File: config.mk
export PLATFORM = sky130hd
export DESIGN_NAME = grid_three_coloring_counter
export DESIGN_NICKNAME = d
export VERILOG_FILES = /design/src/hdl/gtc_pkg.sv /design/src/hdl/grid_three_coloring_counter.sv /design/src/hdl/gtc_ram.sv /design/src/hdl/gtc_patgen.sv
export SDC_FILE = /design/constraint.sdc
export NUM_CORES = 2
export LEC_CHECK = 0
export BUFFER_PORTS_ARGS = -buffer_cell sky130_fd_sc_hd__buf_4
export CAP_MARGIN = 20
export CORE_UTILIZATION = 40
export DETAILED_ROUTE_END_ITERATION = 7
export PLACE_DENSITY_LB_ADDON = 0.3
export SYNTH_ARGS = -nofsm -noshare
export SYNTH_HDL_FRONTEND = slang
export SYNTH_MEMORY_MAX_BITS = 65536
export SYNTH_SLANG_ARGS = --single-unit
export TNS_END_PERCENT = 10
File: constraint.sdc
create_clock -name clk -period 12.87 [get_ports clk]
set_input_delay 0 -clock clk [delete_from_list [all_inputs] [get_ports clk]]
set_output_delay 0 -clock clk [all_outputs]
set_load 0.02 [all_outputs]
File: src/hdl/gtc_pkg.sv
`timescale 1ns / 1ps
// Shared constants, types and an arithmetic helper of the grid colouring counter.
package gtc_pkg;

  localparam int ROWS_W        = 3;
  localparam int COLS_W        = 11;
  localparam int WAYS_W        = 30;
  localparam int IN_TDATA_W    = 16;
  localparam int OUT_TDATA_W   = 32;
  localparam int DIGIT_W       = 2;
  localparam int MAX_ROWS_DEF    = 5;
  localparam int MAX_COLUMNS_DEF = 1024;

  localparam logic [DIGIT_W-1:0] DIGIT_TOP = 2'd2;
  localparam logic [WAYS_W-1:0]  WAYS_MOD  = 30'd1000000007;
  localparam logic [WAYS_W-1:0]  WAYS_ONE  = 30'd1;

  // Status of the pattern generator for the current candidate.
  typedef struct packed {
    logic hit;   // candidate has no equal vertical neighbours
    logic last;  // candidate is the final one for this row count
  } gtc_gen_stat_t;

  // Addition of two residues modulo WAYS_MOD.
  function automatic logic [WAYS_W-1:0] mod_add(input logic [WAYS_W-1:0] a,
                                                 input logic [WAYS_W-1:0] b);
    logic [WAYS_W:0] sum;
    logic [WAYS_W:0] red;
    sum = {1'b0, a} + {1'b0, b};
    red = sum - {1'b0, WAYS_MOD};
    if (sum >= {1'b0, WAYS_MOD}) begin
      return red[WAYS_W-1:0];
    end
    return sum[WAYS_W-1:0];
  endfunction

endpackage

File: src/hdl/grid_three_coloring_counter.sv
`timescale 1ns / 1ps
// Flow: with P = 3 * 2^(rows-1) valid patterns, a word is handled by listing all 3^rows
//   candidates, seeding P entries of the first column, building each later column entry by
//   entry from all P entries of the previous one, and summing the final column.
// Throughput: one word at a time; in_tready is high only while the block is idle.
// Reset: rst_n is synchronous and active low; it clears control state only.
//   The RAMs are not cleared: every entry is written within a word before it is read.
module grid_three_coloring_counter import gtc_pkg::*; #(
  parameter int MAX_ROWS    = MAX_ROWS_DEF,
  parameter int MAX_COLUMNS = MAX_COLUMNS_DEF
) (
  input  logic                   clk,
  input  logic                   rst_n,
  input  logic                   in_tvalid,
  output logic                   in_tready,
  input  logic [IN_TDATA_W-1:0]  in_tdata,   // [2:0] rows, [13:3] columns, [15:14] zero
  output logic                   out_tvalid,
  input  logic                   out_tready,
  output logic [OUT_TDATA_W-1:0] out_tdata   // [29:0] ways, [31:30] zero
);

  // Sizing that follows from the parameters.
  localparam int PatDepth = 3 << (MAX_ROWS - 1);
  localparam int IdxW     = $clog2(PatDepth);
  localparam int CntW     = $clog2(PatDepth + 1);
  localparam int PatW     = DIGIT_W * MAX_ROWS;
  localparam int ColW     = $clog2(MAX_COLUMNS + 1);
  localparam int WaysDepth = 1 << (IdxW + 1);

  // Sequencer states. GEN lists the valid patterns, INIT seeds the first
  // column with ones, FETCH/ACC build one entry of the next column vector,
  // SUM totals the final vector and FIN hands the total to the output register.
  typedef enum logic [6:0] {
    S_IDLE  = 7'b0000001,
    S_GEN   = 7'b0000010,
    S_INIT  = 7'b0000100,
    S_FETCH = 7'b0001000,
    S_ACC   = 7'b0010000,
    S_SUM   = 7'b0100000,
    S_FIN   = 7'b1000000
  } state_t;

  state_t state_r, state_nxt;

  logic [ROWS_W-1:0] rows_r, rows_nxt;
  logic [ColW-1:0]   cols_r, cols_nxt;
  logic [ColW-1:0]   col_r, col_nxt;
  logic [CntW-1:0]   cnt_r, cnt_nxt;
  logic [CntW-1:0]   i_r, i_nxt;
  logic [CntW-1:0]   j_r, j_nxt;
  logic              bank_r, bank_nxt;
  logic              rd_vld_r, rd_vld_nxt;
  logic              pi_load_r, pi_load_nxt;
  logic [PatW-1:0]   pi_r, pi_nxt;
  logic [WAYS_W-1:0] acc_r, acc_nxt;
  logic              out_valid_r, out_valid_nxt;
  logic [WAYS_W-1:0] out_data_r, out_data_nxt;

  // Input word fields and their clamped forms.
  logic [ROWS_W-1:0] in_rows;
  logic [COLS_W-1:0] in_cols;
  logic [ROWS_W-1:0] rows_sat;
  logic [ColW-1:0]   cols_sat;

  assign in_rows = in_tdata[ROWS_W-1:0];
  assign in_cols = in_tdata[ROWS_W +: COLS_W];

  always_comb begin
    if (in_rows == '0) begin
      rows_sat = ROWS_W'(1);
    end else if (int'(in_rows) > MAX_ROWS) begin
      rows_sat = ROWS_W'(MAX_ROWS);
    end else begin
      rows_sat = in_rows;
    end
    if (in_cols == '0) begin
      cols_sat = ColW'(1);
    end else if (int'(in_cols) > MAX_COLUMNS) begin
      cols_sat = ColW'(MAX_COLUMNS);
    end else begin
      cols_sat = ColW'(in_cols);
    end
  end

  // Pattern generator.
  logic          gen_start;
  logic          gen_step;
  logic [PatW-1:0] gen_pat;
  gtc_gen_stat_t gen_stat;

  gtc_patgen #(
    .MAX_ROWS (MAX_ROWS)
  ) u_patgen (
    .clk   (clk),
    .start (gen_start),
    .step  (gen_step),
    .rows  (rows_r),
    .pat   (gen_pat),
    .stat  (gen_stat)
  );

  // Pattern list RAM: one two-bit code per row, written while listing.
  logic            pat_we;
  logic [IdxW-1:0] pat_raddr;
  logic [PatW-1:0] pat_rdata;

  gtc_ram #(
    .WIDTH (PatW),
    .DEPTH (PatDepth)
  ) u_pat_ram (
    .clk   (clk),
    .we    (pat_we),
    .waddr (cnt_r[IdxW-1:0]),
    .wdata (gen_pat),
    .raddr (pat_raddr),
    .rdata (pat_rdata)
  );

  // Ways RAM: two banks of count vectors, selected by the top address bit.
  // A column reads the bank in bank_r and writes the other, so a read and a
  // write never meet on the same entry.
  logic              ways_we;
  logic [IdxW:0]     ways_waddr;
  logic [WAYS_W-1:0] ways_wdata;
  logic [IdxW:0]     ways_raddr;
  logic [WAYS_W-1:0] ways_rdata;

  gtc_ram #(
    .WIDTH (WAYS_W),
    .DEPTH (WaysDepth)
  ) u_ways_ram (
    .clk   (clk),
    .we    (ways_we),
    .waddr (ways_waddr),
    .wdata (ways_wdata),
    .raddr (ways_raddr),
    .rdata (ways_rdata)
  );

  // Two patterns are compatible when they differ in every used row.
  logic compat;

  always_comb begin
    compat = 1'b1;
    for (int k = 0; k < MAX_ROWS; k++) begin
      if (k < int'(rows_r) &&
          pi_r[DIGIT_W*k +: DIGIT_W] == pat_rdata[DIGIT_W*k +: DIGIT_W]) begin
        compat = 1'b0;
      end
    end
  end

  // A read is issued each cycle while j has not reached the pattern count;
  // its data arrives in the following cycle and is marked by rd_vld_r.
  logic issuing;
  logic out_free;

  assign issuing  = (j_r != cnt_r);
  assign out_free = !out_valid_r || out_tready;

  assign in_tready  = (state_r == S_IDLE);
  assign gen_start  = (state_r == S_IDLE) && in_tvalid;
  assign gen_step   = (state_r == S_GEN);
  assign pat_we     = (state_r == S_GEN) && gen_stat.hit;
  assign pat_raddr  = (state_r == S_FETCH) ? i_r[IdxW-1:0] : j_r[IdxW-1:0];
  assign ways_raddr = {bank_r, j_r[IdxW-1:0]};

  always_comb begin
    state_nxt     = state_r;
    rows_nxt      = rows_r;
    cols_nxt      = cols_r;
    col_nxt       = col_r;
    cnt_nxt       = cnt_r;
    i_nxt         = i_r;
    j_nxt         = j_r;
    bank_nxt      = bank_r;
    rd_vld_nxt    = 1'b0;
    pi_load_nxt   = 1'b0;
    pi_nxt        = pi_r;
    acc_nxt       = acc_r;
    out_valid_nxt = out_valid_r && !out_tready;
    out_data_nxt  = out_data_r;
    ways_we       = 1'b0;
    ways_waddr    = {1'b0, j_r[IdxW-1:0]};
    ways_wdata    = WAYS_ONE;

    unique case (state_r)
      S_IDLE: begin
        if (in_tvalid) begin
          rows_nxt  = rows_sat;
          cols_nxt  = cols_sat;
          cnt_nxt   = '0;
          j_nxt     = '0;
          bank_nxt  = 1'b0;
          state_nxt = S_GEN;
        end
      end

      S_GEN: begin
        if (gen_stat.hit) begin
          cnt_nxt = cnt_r + CntW'(1);
        end
        if (gen_stat.last) begin
          state_nxt = S_INIT;
        end
      end

      // Every pattern starts with one way for the first column.
      S_INIT: begin
        ways_we = 1'b1;
        if (j_r + CntW'(1) == cnt_r) begin
          j_nxt   = '0;
          i_nxt   = '0;
          col_nxt = ColW'(1);
          acc_nxt = '0;
          if (cols_r == ColW'(1)) begin
            state_nxt = S_SUM;
          end else begin
            state_nxt = S_FETCH;
          end
        end else begin
          j_nxt = j_r + CntW'(1);
        end
      end

      S_FETCH: begin
        pi_load_nxt = 1'b1;
        j_nxt       = '0;
        acc_nxt     = '0;
        state_nxt   = S_ACC;
      end

      S_ACC: begin
        if (pi_load_r) begin
          pi_nxt = pat_rdata;
        end
        if (issuing) begin
          j_nxt      = j_r + CntW'(1);
          rd_vld_nxt = 1'b1;
        end
        if (rd_vld_r && compat) begin
          acc_nxt = mod_add(acc_r, ways_rdata);
        end
        if (!issuing && !rd_vld_r) begin
          // Entry i of the new column is complete.
          ways_we    = 1'b1;
          ways_waddr = {!bank_r, i_r[IdxW-1:0]};
          ways_wdata = acc_r;
          acc_nxt    = '0;
          j_nxt      = '0;
          if (i_r + CntW'(1) == cnt_r) begin
            i_nxt    = '0;
            bank_nxt = !bank_r;
            if (col_r + ColW'(1) == cols_r) begin
              state_nxt = S_SUM;
            end else begin
              col_nxt   = col_r + ColW'(1);
              state_nxt = S_FETCH;
            end
          end else begin
            i_nxt     = i_r + CntW'(1);
            state_nxt = S_FETCH;
          end
        end
      end

      // Total of the final vector.
      S_SUM: begin
        if (issuing) begin
          j_nxt      = j_r + CntW'(1);
          rd_vld_nxt = 1'b1;
        end
        if (rd_vld_r) begin
          acc_nxt = mod_add(acc_r, ways_rdata);
        end
        if (!issuing && !rd_vld_r) begin
          state_nxt = S_FIN;
        end
      end

      // Wait for the output register to be free, then hand over the total.
      S_FIN: begin
        if (out_free) begin
          out_valid_nxt = 1'b1;
          out_data_nxt  = acc_r;
          state_nxt     = S_IDLE;
        end
      end

      default: begin
        state_nxt = S_IDLE;
      end
    endcase
  end

  always_ff @(posedge clk) begin
    if (!rst_n) begin
      state_r     <= S_IDLE;
      rows_r      <= '0;
      cols_r      <= '0;
      col_r       <= '0;
      cnt_r       <= '0;
      i_r         <= '0;
      j_r         <= '0;
      bank_r      <= 1'b0;
      rd_vld_r    <= 1'b0;
      pi_load_r   <= 1'b0;
      out_valid_r <= 1'b0;
    end else begin
      state_r     <= state_nxt;
      rows_r      <= rows_nxt;
      cols_r      <= cols_nxt;
      col_r       <= col_nxt;
      cnt_r       <= cnt_nxt;
      i_r         <= i_nxt;
      j_r         <= j_nxt;
      bank_r      <= bank_nxt;
      rd_vld_r    <= rd_vld_nxt;
      pi_load_r   <= pi_load_nxt;
      out_valid_r <= out_valid_nxt;
    end
  end

  // Datapath registers.
  always_ff @(posedge clk) begin
    pi_r       <= pi_nxt;
    acc_r      <= acc_nxt;
    out_data_r <= out_data_nxt;
  end

  assign out_tvalid = out_valid_r;
  assign out_tdata  = {{(OUT_TDATA_W - WAYS_W){1'b0}}, out_data_r};

`ifndef SYNTHESIS
  // A column update never writes into the bank it is reading from.
  a_bank_split: assert property (@(posedge clk) disable iff (!rst_n)
    (ways_we && state_r == S_ACC) |-> (ways_waddr[IdxW] != ways_raddr[IdxW]))
    else $error("ways RAM write hits the bank being read");

  // Listing ends with exactly 3 * 2^(rows-1) valid patterns.
  a_pat_count: assert property (@(posedge clk) disable iff (!rst_n)
    (state_r == S_GEN && gen_stat.last) |=>
      (int'(cnt_r) == (3 << (int'(rows_r) - 1))))
    else $error("pattern count does not match the row count");

  // A delivered total is always a reduced residue.
  a_out_reduced: assert property (@(posedge clk) disable iff (!rst_n)
    out_valid_r |-> (out_data_r < WAYS_MOD))
    else $error("result is not below the modulus");

  // The accumulator holds a reduced residue while a column entry is built.
  a_acc_reduced: assert property (@(posedge clk) disable iff (!rst_n)
    (state_r == S_ACC && $past(state_r) == S_ACC) |-> (acc_r < WAYS_MOD))
    else $error("accumulator left the residue range");
`endif

endmodule

File: src/hdl/gtc_ram.sv
`timescale 1ns / 1ps
// Generic simple dual-port RAM with one write port and a registered read port.
module gtc_ram #(
  parameter int WIDTH = 8,
  parameter int DEPTH = 16
) (
  input  logic                     clk,
  input  logic                     we,
  input  logic [$clog2(DEPTH)-1:0] waddr,
  input  logic [WIDTH-1:0]         wdata,
  input  logic [$clog2(DEPTH)-1:0] raddr,
  output logic [WIDTH-1:0]         rdata
);

  logic [WIDTH-1:0] mem [DEPTH];
  logic [WIDTH-1:0] rdata_r;

  always_ff @(posedge clk) begin
    if (we) begin
      mem[waddr] <= wdata;
    end
    rdata_r <= mem[raddr];
  end

  assign rdata = rdata_r;

endmodule

File: src/hdl/gtc_patgen.sv
`timescale 1ns / 1ps
// Base-3 column pattern odometer with the no-equal-neighbours check.
module gtc_patgen import gtc_pkg::*; #(
  parameter int MAX_ROWS = MAX_ROWS_DEF
) (
  input  logic                          clk,
  input  logic                          start,
  input  logic                          step,
  input  logic [ROWS_W-1:0]             rows,
  output logic [DIGIT_W*MAX_ROWS-1:0]   pat,
  output gtc_gen_stat_t                 stat
);

  localparam int PatW = DIGIT_W * MAX_ROWS;

  logic [PatW-1:0] pat_r;
  logic [PatW-1:0] pat_nxt;

  // Ripple increment, lowest digit first, each digit counting 0, 1, 2.
  always_comb begin
    logic carry;
    carry   = 1'b1;
    pat_nxt = pat_r;
    for (int k = 0; k < MAX_ROWS; k++) begin
      if (carry) begin
        if (pat_r[DIGIT_W*k +: DIGIT_W] == DIGIT_TOP) begin
          pat_nxt[DIGIT_W*k +: DIGIT_W] = '0;
        end else begin
          pat_nxt[DIGIT_W*k +: DIGIT_W] = pat_r[DIGIT_W*k +: DIGIT_W] + DIGIT_W'(1);
          carry = 1'b0;
        end
      end
    end
  end

  always_comb begin
    stat.hit  = 1'b1;
    stat.last = 1'b1;
    for (int k = 0; k < MAX_ROWS; k++) begin
      if (k < int'(rows) && pat_r[DIGIT_W*k +: DIGIT_W] != DIGIT_TOP) begin
        stat.last = 1'b0;
      end
    end
    for (int k = 1; k < MAX_ROWS; k++) begin
      if (k < int'(rows) &&
          pat_r[DIGIT_W*k +: DIGIT_W] == pat_r[DIGIT_W*(k-1) +: DIGIT_W]) begin
        stat.hit = 1'b0;
      end
    end
  end

  always_ff @(posedge clk) begin
    if (start) begin
      pat_r <= '0;
    end else if (step) begin
      pat_r <= pat_nxt;
    end
  end

  assign pat = pat_r;

endmodule
=== Yosys cells after proc, flatten, opt, wreduce, memory -nomap -nowiden ===
Memories as Yosys holds them, arrays and structs flattened. A register that Yosys moved wholly into a read port is not among the register bits.
Cells that the tools add are included.

* Bits in registers: 134
* Bits in writable memories: 4320
* Input port bits: 20
* Output and inout port bits: 34
* Logic and storage cells: 218
* Memories kept: 2

{| class="wikitable"
|+ Memory list
! memory !! depth !! bits a word !! read ports !! clocked after memory_dff !! write ports !! line !! source
|-
| u_ways_ram.mem || 128 || 30 || 1 || 1 || 1 || gtc_ram.sv:15 || <nowiki>logic [WIDTH-1:0] mem [DEPTH];</nowiki>
|-
| u_pat_ram.mem || 48 || 10 || 1 || 1 || 1 || gtc_ram.sv:15 ||
|}

* $add $sub $neg: 11
* $lt $le $gt $ge: 8
* Equal/unequal tests: 42
* Multiplexer cells: 88
* Reductions and logical operators: 48

{| class="wikitable"
|+ Operators by type and width
! operator !! count
|-
| $mux 30 || 9
|-
| $pmux 30 s4 || 1
|-
| $mux 11 || 6
|-
| $mux 6 || 11
|-
| $mux 7 || 9
|-
| $pmux 7 s7 || 1
|-
| $mux 1 || 38
|-
| $add 30x30->31 || 1
|-
| $ge 31x30->1 const B || 1
|-
| $pmux 6 s5 || 1
|-
| $sub 30x30->30 const B || 1
|-
| $ne 2x2->1 const B || 13
|-
| $pmux 6 s2 || 2
|-
| $pmux 11 s2 || 1
|-
| $logic_and 1x1->1 || 19
|-
| $add 6x1->6 const B || 3
|-
| $eq 2x2->1 || 9
|-
| $reduce_and 2->1 || 9
|-
| $eq 6x6->1 || 2
|-
| $add 11x1->11 const B || 1
|-
| $eq 11x1->1 const B || 1
|-
| $eq 11x11->1 || 1
|-
| $gt 11x11->1 const B || 1
|-
| $logic_not 11->1 || 1
|-
| 30 further kinds || 55
|}

=== Logic depth before layout (Yosys ltp) ===
* Depth after elaboration: 14
* Depth in mapped cells: 16
* Depth with buffers taken out: 14

=== By module ===
A second synthesis with hierarchy kept.

* Cell total of the unflattened synthesis: 7692
* Area total of the unflattened synthesis: 175037.9 um^2

{| class="wikitable"
|+ By module, submodules not included
! module !! times used !! cells an instance !! area each (um^2) !! seq. area each (um^2)
|-
| gtc_ram at u_ways_ram || 1 || 5628 || 146541.8 || 115911.2
|-
| gtc_ram at u_pat_ram || 1 || 964 || 19027.0 || 14614.0
|-
| grid_three_coloring_counter || 1 || 1024 || 8861.0 || 3183.1
|-
| gtc_patgen || 1 || 76 || 608.1 || 200.2
|}

=== Worst setup path before layout ===
Ideal clock, no wire load.

* Path type: reg2reg
* From: register cnt_r[4]
* To: register acc_r[0] (enable)
* Library setup time: 580 ps
* Arrival: 6577 ps
* Required time: 12290 ps
* Path slack: 5713 ps
* Cell stages (with the launch flop): 7
* Path buffers: 1
* Clock period less this slack: 7157 ps
* Cells stage by stage: dfxtp_1 -> clkbuf_1 -> xor2_1 -> or4_1 -> nor3_1 -> nor2_1 -> a2111oi_0

* Longest elaborated chain between the ends: 5
* Elaborated cells on any way between the ends: 7
* Classes of those cells: 4 x eq/ne; 3 x reduce/logical

{| class="wikitable"
|+ RTL lines
! what !! line !! source
|-
| start: declaration || grid_three_coloring_counter.sv:48 || <nowiki>logic [CntW-1:0] cnt_r, cnt_nxt;</nowiki>
|-
| start signal: assignment || grid_three_coloring_counter.sv:314 || <nowiki>cnt_r <= cnt_nxt;</nowiki>
|-
| $ne 6x6->1 || grid_three_coloring_counter.sv:158 || <nowiki>assign issuing = (j_r != cnt_r);</nowiki>
|-
| $logic_not 1->1 || grid_three_coloring_counter.sv:244 || <nowiki>if (!issuing && !rd_vld_r) begin</nowiki>
|-
| $logic_and 1x1->1 || grid_three_coloring_counter.sv:244 ||
|-
| $ne 3x3->1 (no line) || - ||
|-
| $reduce_and 4->1 (no line) (*) || - ||
|-
| end signal: assignment || grid_three_coloring_counter.sv:327 || <nowiki>acc_r <= acc_nxt;</nowiki>
|-
| end: declaration || grid_three_coloring_counter.sv:55 || <nowiki>logic [WAYS_W-1:0] acc_r, acc_nxt;</nowiki>
|}

Every way passes the cells marked *; elsewhere a longest branch is shown, timed or not.
A chain may end at the register's enable or synchronous reset.

==> results.cfg <==
[clocking]
clk_latency_ns = 1.02
cts.path.max_buffers = 4
cts_setup_buffers = 0
cts-buffers-inserted = 445
clk_pin_slew_ns = 0.06
cts.sinks = 4494
clockRootBuffer = clkbuf_16
htree_levels = 5
cts_tree = yes

[power_and_ir_drop]
peakVddDrop_v = 0.000123
power_density_nw_per_um2 = 147
power.leakage_nw = 51.0

[hold_path]
hp-class = input pin to flip-flop

[placement]
dp_cells = 13800
gp_congestion = 0.831
numPortBuffers = 49
hpwl_mm = 242

[worst_setup_path]
slowest_delay_ns = 0.81
path_class = flip-flop to flip-flop
crit_buf_inv = 5
cpMostUsedCell = buf_4
slowest_stage = buf_4
critPathCaptureType = flip-flop
start_kind = flip-flop
path_delay_family = buffers and inverters
required_ns = 13.75
path_cells = buf_4 -> buf_4 -> buf_4 -> buf_12 -> buf_4 -> mux4_2 -> mux4_2 -> mux4_2 -> mux2_2
cp.arrival_ns = 7.64
critical_path.max_fanout = 134

[sta]
min_period_ns = 6.76
fin_tns_setup_ns = 0
hold_violations = 0
worst_slew_pin_slew_ns = 1.28
rsz0062_at_grt = no
relSlewSlack_pct = 14.5
finalSetupViolCount = 0
fmax_mhz = 148
drv_slew = 0
fin_crit_sh_pct = 52.5
clock_skew_ns = 0.127

[floorplanning]
start_util_pct = 40.2
die_y_um = 664
dieArea_sq_um = 441000
num_io_pins = 54
fp.coreArea_sq_um = 435000
die_w_um = 664
num_rows = 242

[run]
drv_cap = 0

[global_route]
gr-usage-all-layers_pct = 19.8
grt_pass1_vias = 86200
grt_pass1_wl_mm = 631
antenna_found_initial = 41
grt_overflow = 0
grt_max_degree = 145

[status]
status = finished clean

[layout]
areaGrowthSynthToFinish_pct = 13.7
fill_cells = 35800
nNetsFinal = 8631
stdcell_count = 14700
layout-drive-gt1-share_pct = 27.2

[logic_synthesis]
yosys-top-cells-area = edfxtp_1 75%, mux4_2 16%, nand2_1 1.2%, dfxtp_1 1.2%, clkbuf_1 0.75%
synth_cell_types = 87
synth_edf_count = 4390
synth_cells = 8218
synth_area_leader_cell = edfxtp_1
synth_ff_type = edfxtp_1
synth.top_cell.area_share_pct = 75.2
yosysWarnings = 0
syn_area_sq_um = 175000
syn_avg_cell_area_sq_um = 21.3
yosys-top-cells-count = 4390 x edfxtp_1, 1260 x mux4_2, 581 x nand2_1
synth.most_common_cell = edfxtp_1
async_flop_share_pct = 0
synth-seq-cells = 4494
synth-seq-area-share_pct = 76.4

[detailed_routing]
drc = 0
first_pass_iters = 6
vias = 85500
wl_mm = 445
drt_iter0_drc = 10200
via_per_inst = 5.82
ant_nets = 0
avgRoutedWirePerCell_um = 30.3
## worst reg2reg max path, stage by stage (launching register included)
cell	delay, ns
dfxtp_4	0.72
buf_4	0.54
buf_4	0.78
buf_4	0.78
buf_12	0.68
buf_4	1.10
mux4_2	0.47
mux4_2	0.60
mux4_2	0.66
mux2_2	0.33
## path summary, 6_finish.rpt
path	startpoint	to	slack [ns]	cells after the start
setup / recovery	j_r[1]$_SDFFE_PN0P_	u_ways_ram.rdata[22]$_DFF_P_	6.11	9
hold / removal	rst_n	col_r[4]$_SDFFE_PN0P_	0.09	3
setup reg to reg	j_r[1]$_SDFFE_PN0P_	u_ways_ram.rdata[22]$_DFF_P_	6.11	9
hold reg to reg	u_pat_ram.rdata[5]$_DFF_P_	pi_r[5]$_DFFE_PP_	0.46	0
## area by class of cell
class	instances	area, sq um	area share [%]
sequential	4494	134000	67.2
multi-input combinational	3243	40600	20.4
clock buffer	551	11700	5.87
tap	5734	7170	3.60
timing repair buffer	370	3220	1.61
clock inverter	263	2450	1.23
inverter	21	78.8	0.0396
antenna	18	45.0	0.0226
## cell usage in the layout, fill, tap and decap left out, drive strengths merged, types with 18 or more instances in the layout
| cell type | n |
|---|---|
| inv | 35 |
| edfxtp | 4390 |
| buf | 309 |
| nand3 | 178 |
| nand3b | 18 |
| and3 | 72 |
| nor3 | 38 |
| o21ai | 62 |
| mux4 | 1260 |
| xnor2 | 43 |
| and2 | 49 |
| a31oi | 38 |
| or3 | 28 |
| a211oi | 26 |
| nand2 | 581 |
| dfxtp | 104 |
| a21oi | 109 |
| clkbuf | 551 |
| dlygate4sd3 | 61 |
| nand2b | 19 |
| nor2 | 284 |
| mux2 | 34 |
| xor2 | 43 |
| bufinv | 41 |
| ha | 35 |
| a311oi | 80 |
| nor2b | 23 |
| diode | 18 |
| a21boi | 20 |
| clkinv | 194 |
## logic make-up (layout without fill, tap and decap cells)
family | Yosys count | in the layout | share of synthesized area (%)
multiplexers | 1305 | 1305 | 16.5
flip-flops | 4494 | 4494 | 76.4
AND/OR/NAND/NOR | 1367 | 1367 | 3.57
XOR/XNOR | 86 | 86 | 0.430
AO/OA/AOI/OAI | 446 | 446 | 1.78
buffers and inverters | 482 | 1205 | 1.06
adder cells (fa/ha/maj) | 37 | 37 | 0.267
other | 1 | 20 | 0.00214
## sequential cells by signal, summed over array words and instances (netlist names), 3 cells and up
signal / flops
acc_r: 30
cnt_r: 6
col_r: 11
cols_r: 11
i_r: 6
j_r: 6
out_data_r: 30
pi_r: 10
rows_r: 3
state_r: 7
u_pat_ram.mem: 480
u_pat_ram.rdata: 10
u_patgen.pat: 10
u_ways_ram.mem: 3840
u_ways_ram.rdata: 30
## layer usage
| metal | global-route usage, % | wire length [um] | vias to the layer above |
|---|---|---|---|
| li1 | - | - | 35100 |
| met1 | 27.3 | 181000 | 46400 |
| met2 | 32.6 | 217000 | 3339 |
| met3 | 3.19 | 33500 | 676 |
| met4 | 5.71 | 13000 | 2 |
| met5 | 0 | 17 | - |
## report_power, final
part	switching [mW]	internal [mW]	total (mW)
Clock	5.45	7.26	12.7
Sequential	0.0419	15.9	15.9
Combinational	0.383	0.243	0.626
## stage by stage
stage	setup WS, ns	utilization [%]	area, sq um	total power [mW]	hold slack (ns)
finish	6.11	45.8	199000	29.2	0.0898
global route	6.02	45.8	199000	30.0	0.0665
CTS	6.17	45.7	199000	29.4	0.0162
detailed placement	6.17	42.3	184000	16.8	0.279
global placement	6.18	42.3	184000	16.8	0.278
floorplan	5.71	-	175000	16.6	0.147
## repair_timing
item,CTS,global route
resized for setup,0,0
endpoints found under the hold margin,64,0
setup endpoints to repair,0,0
hold buffers,61,0
(Power assumes the default switching activity.)
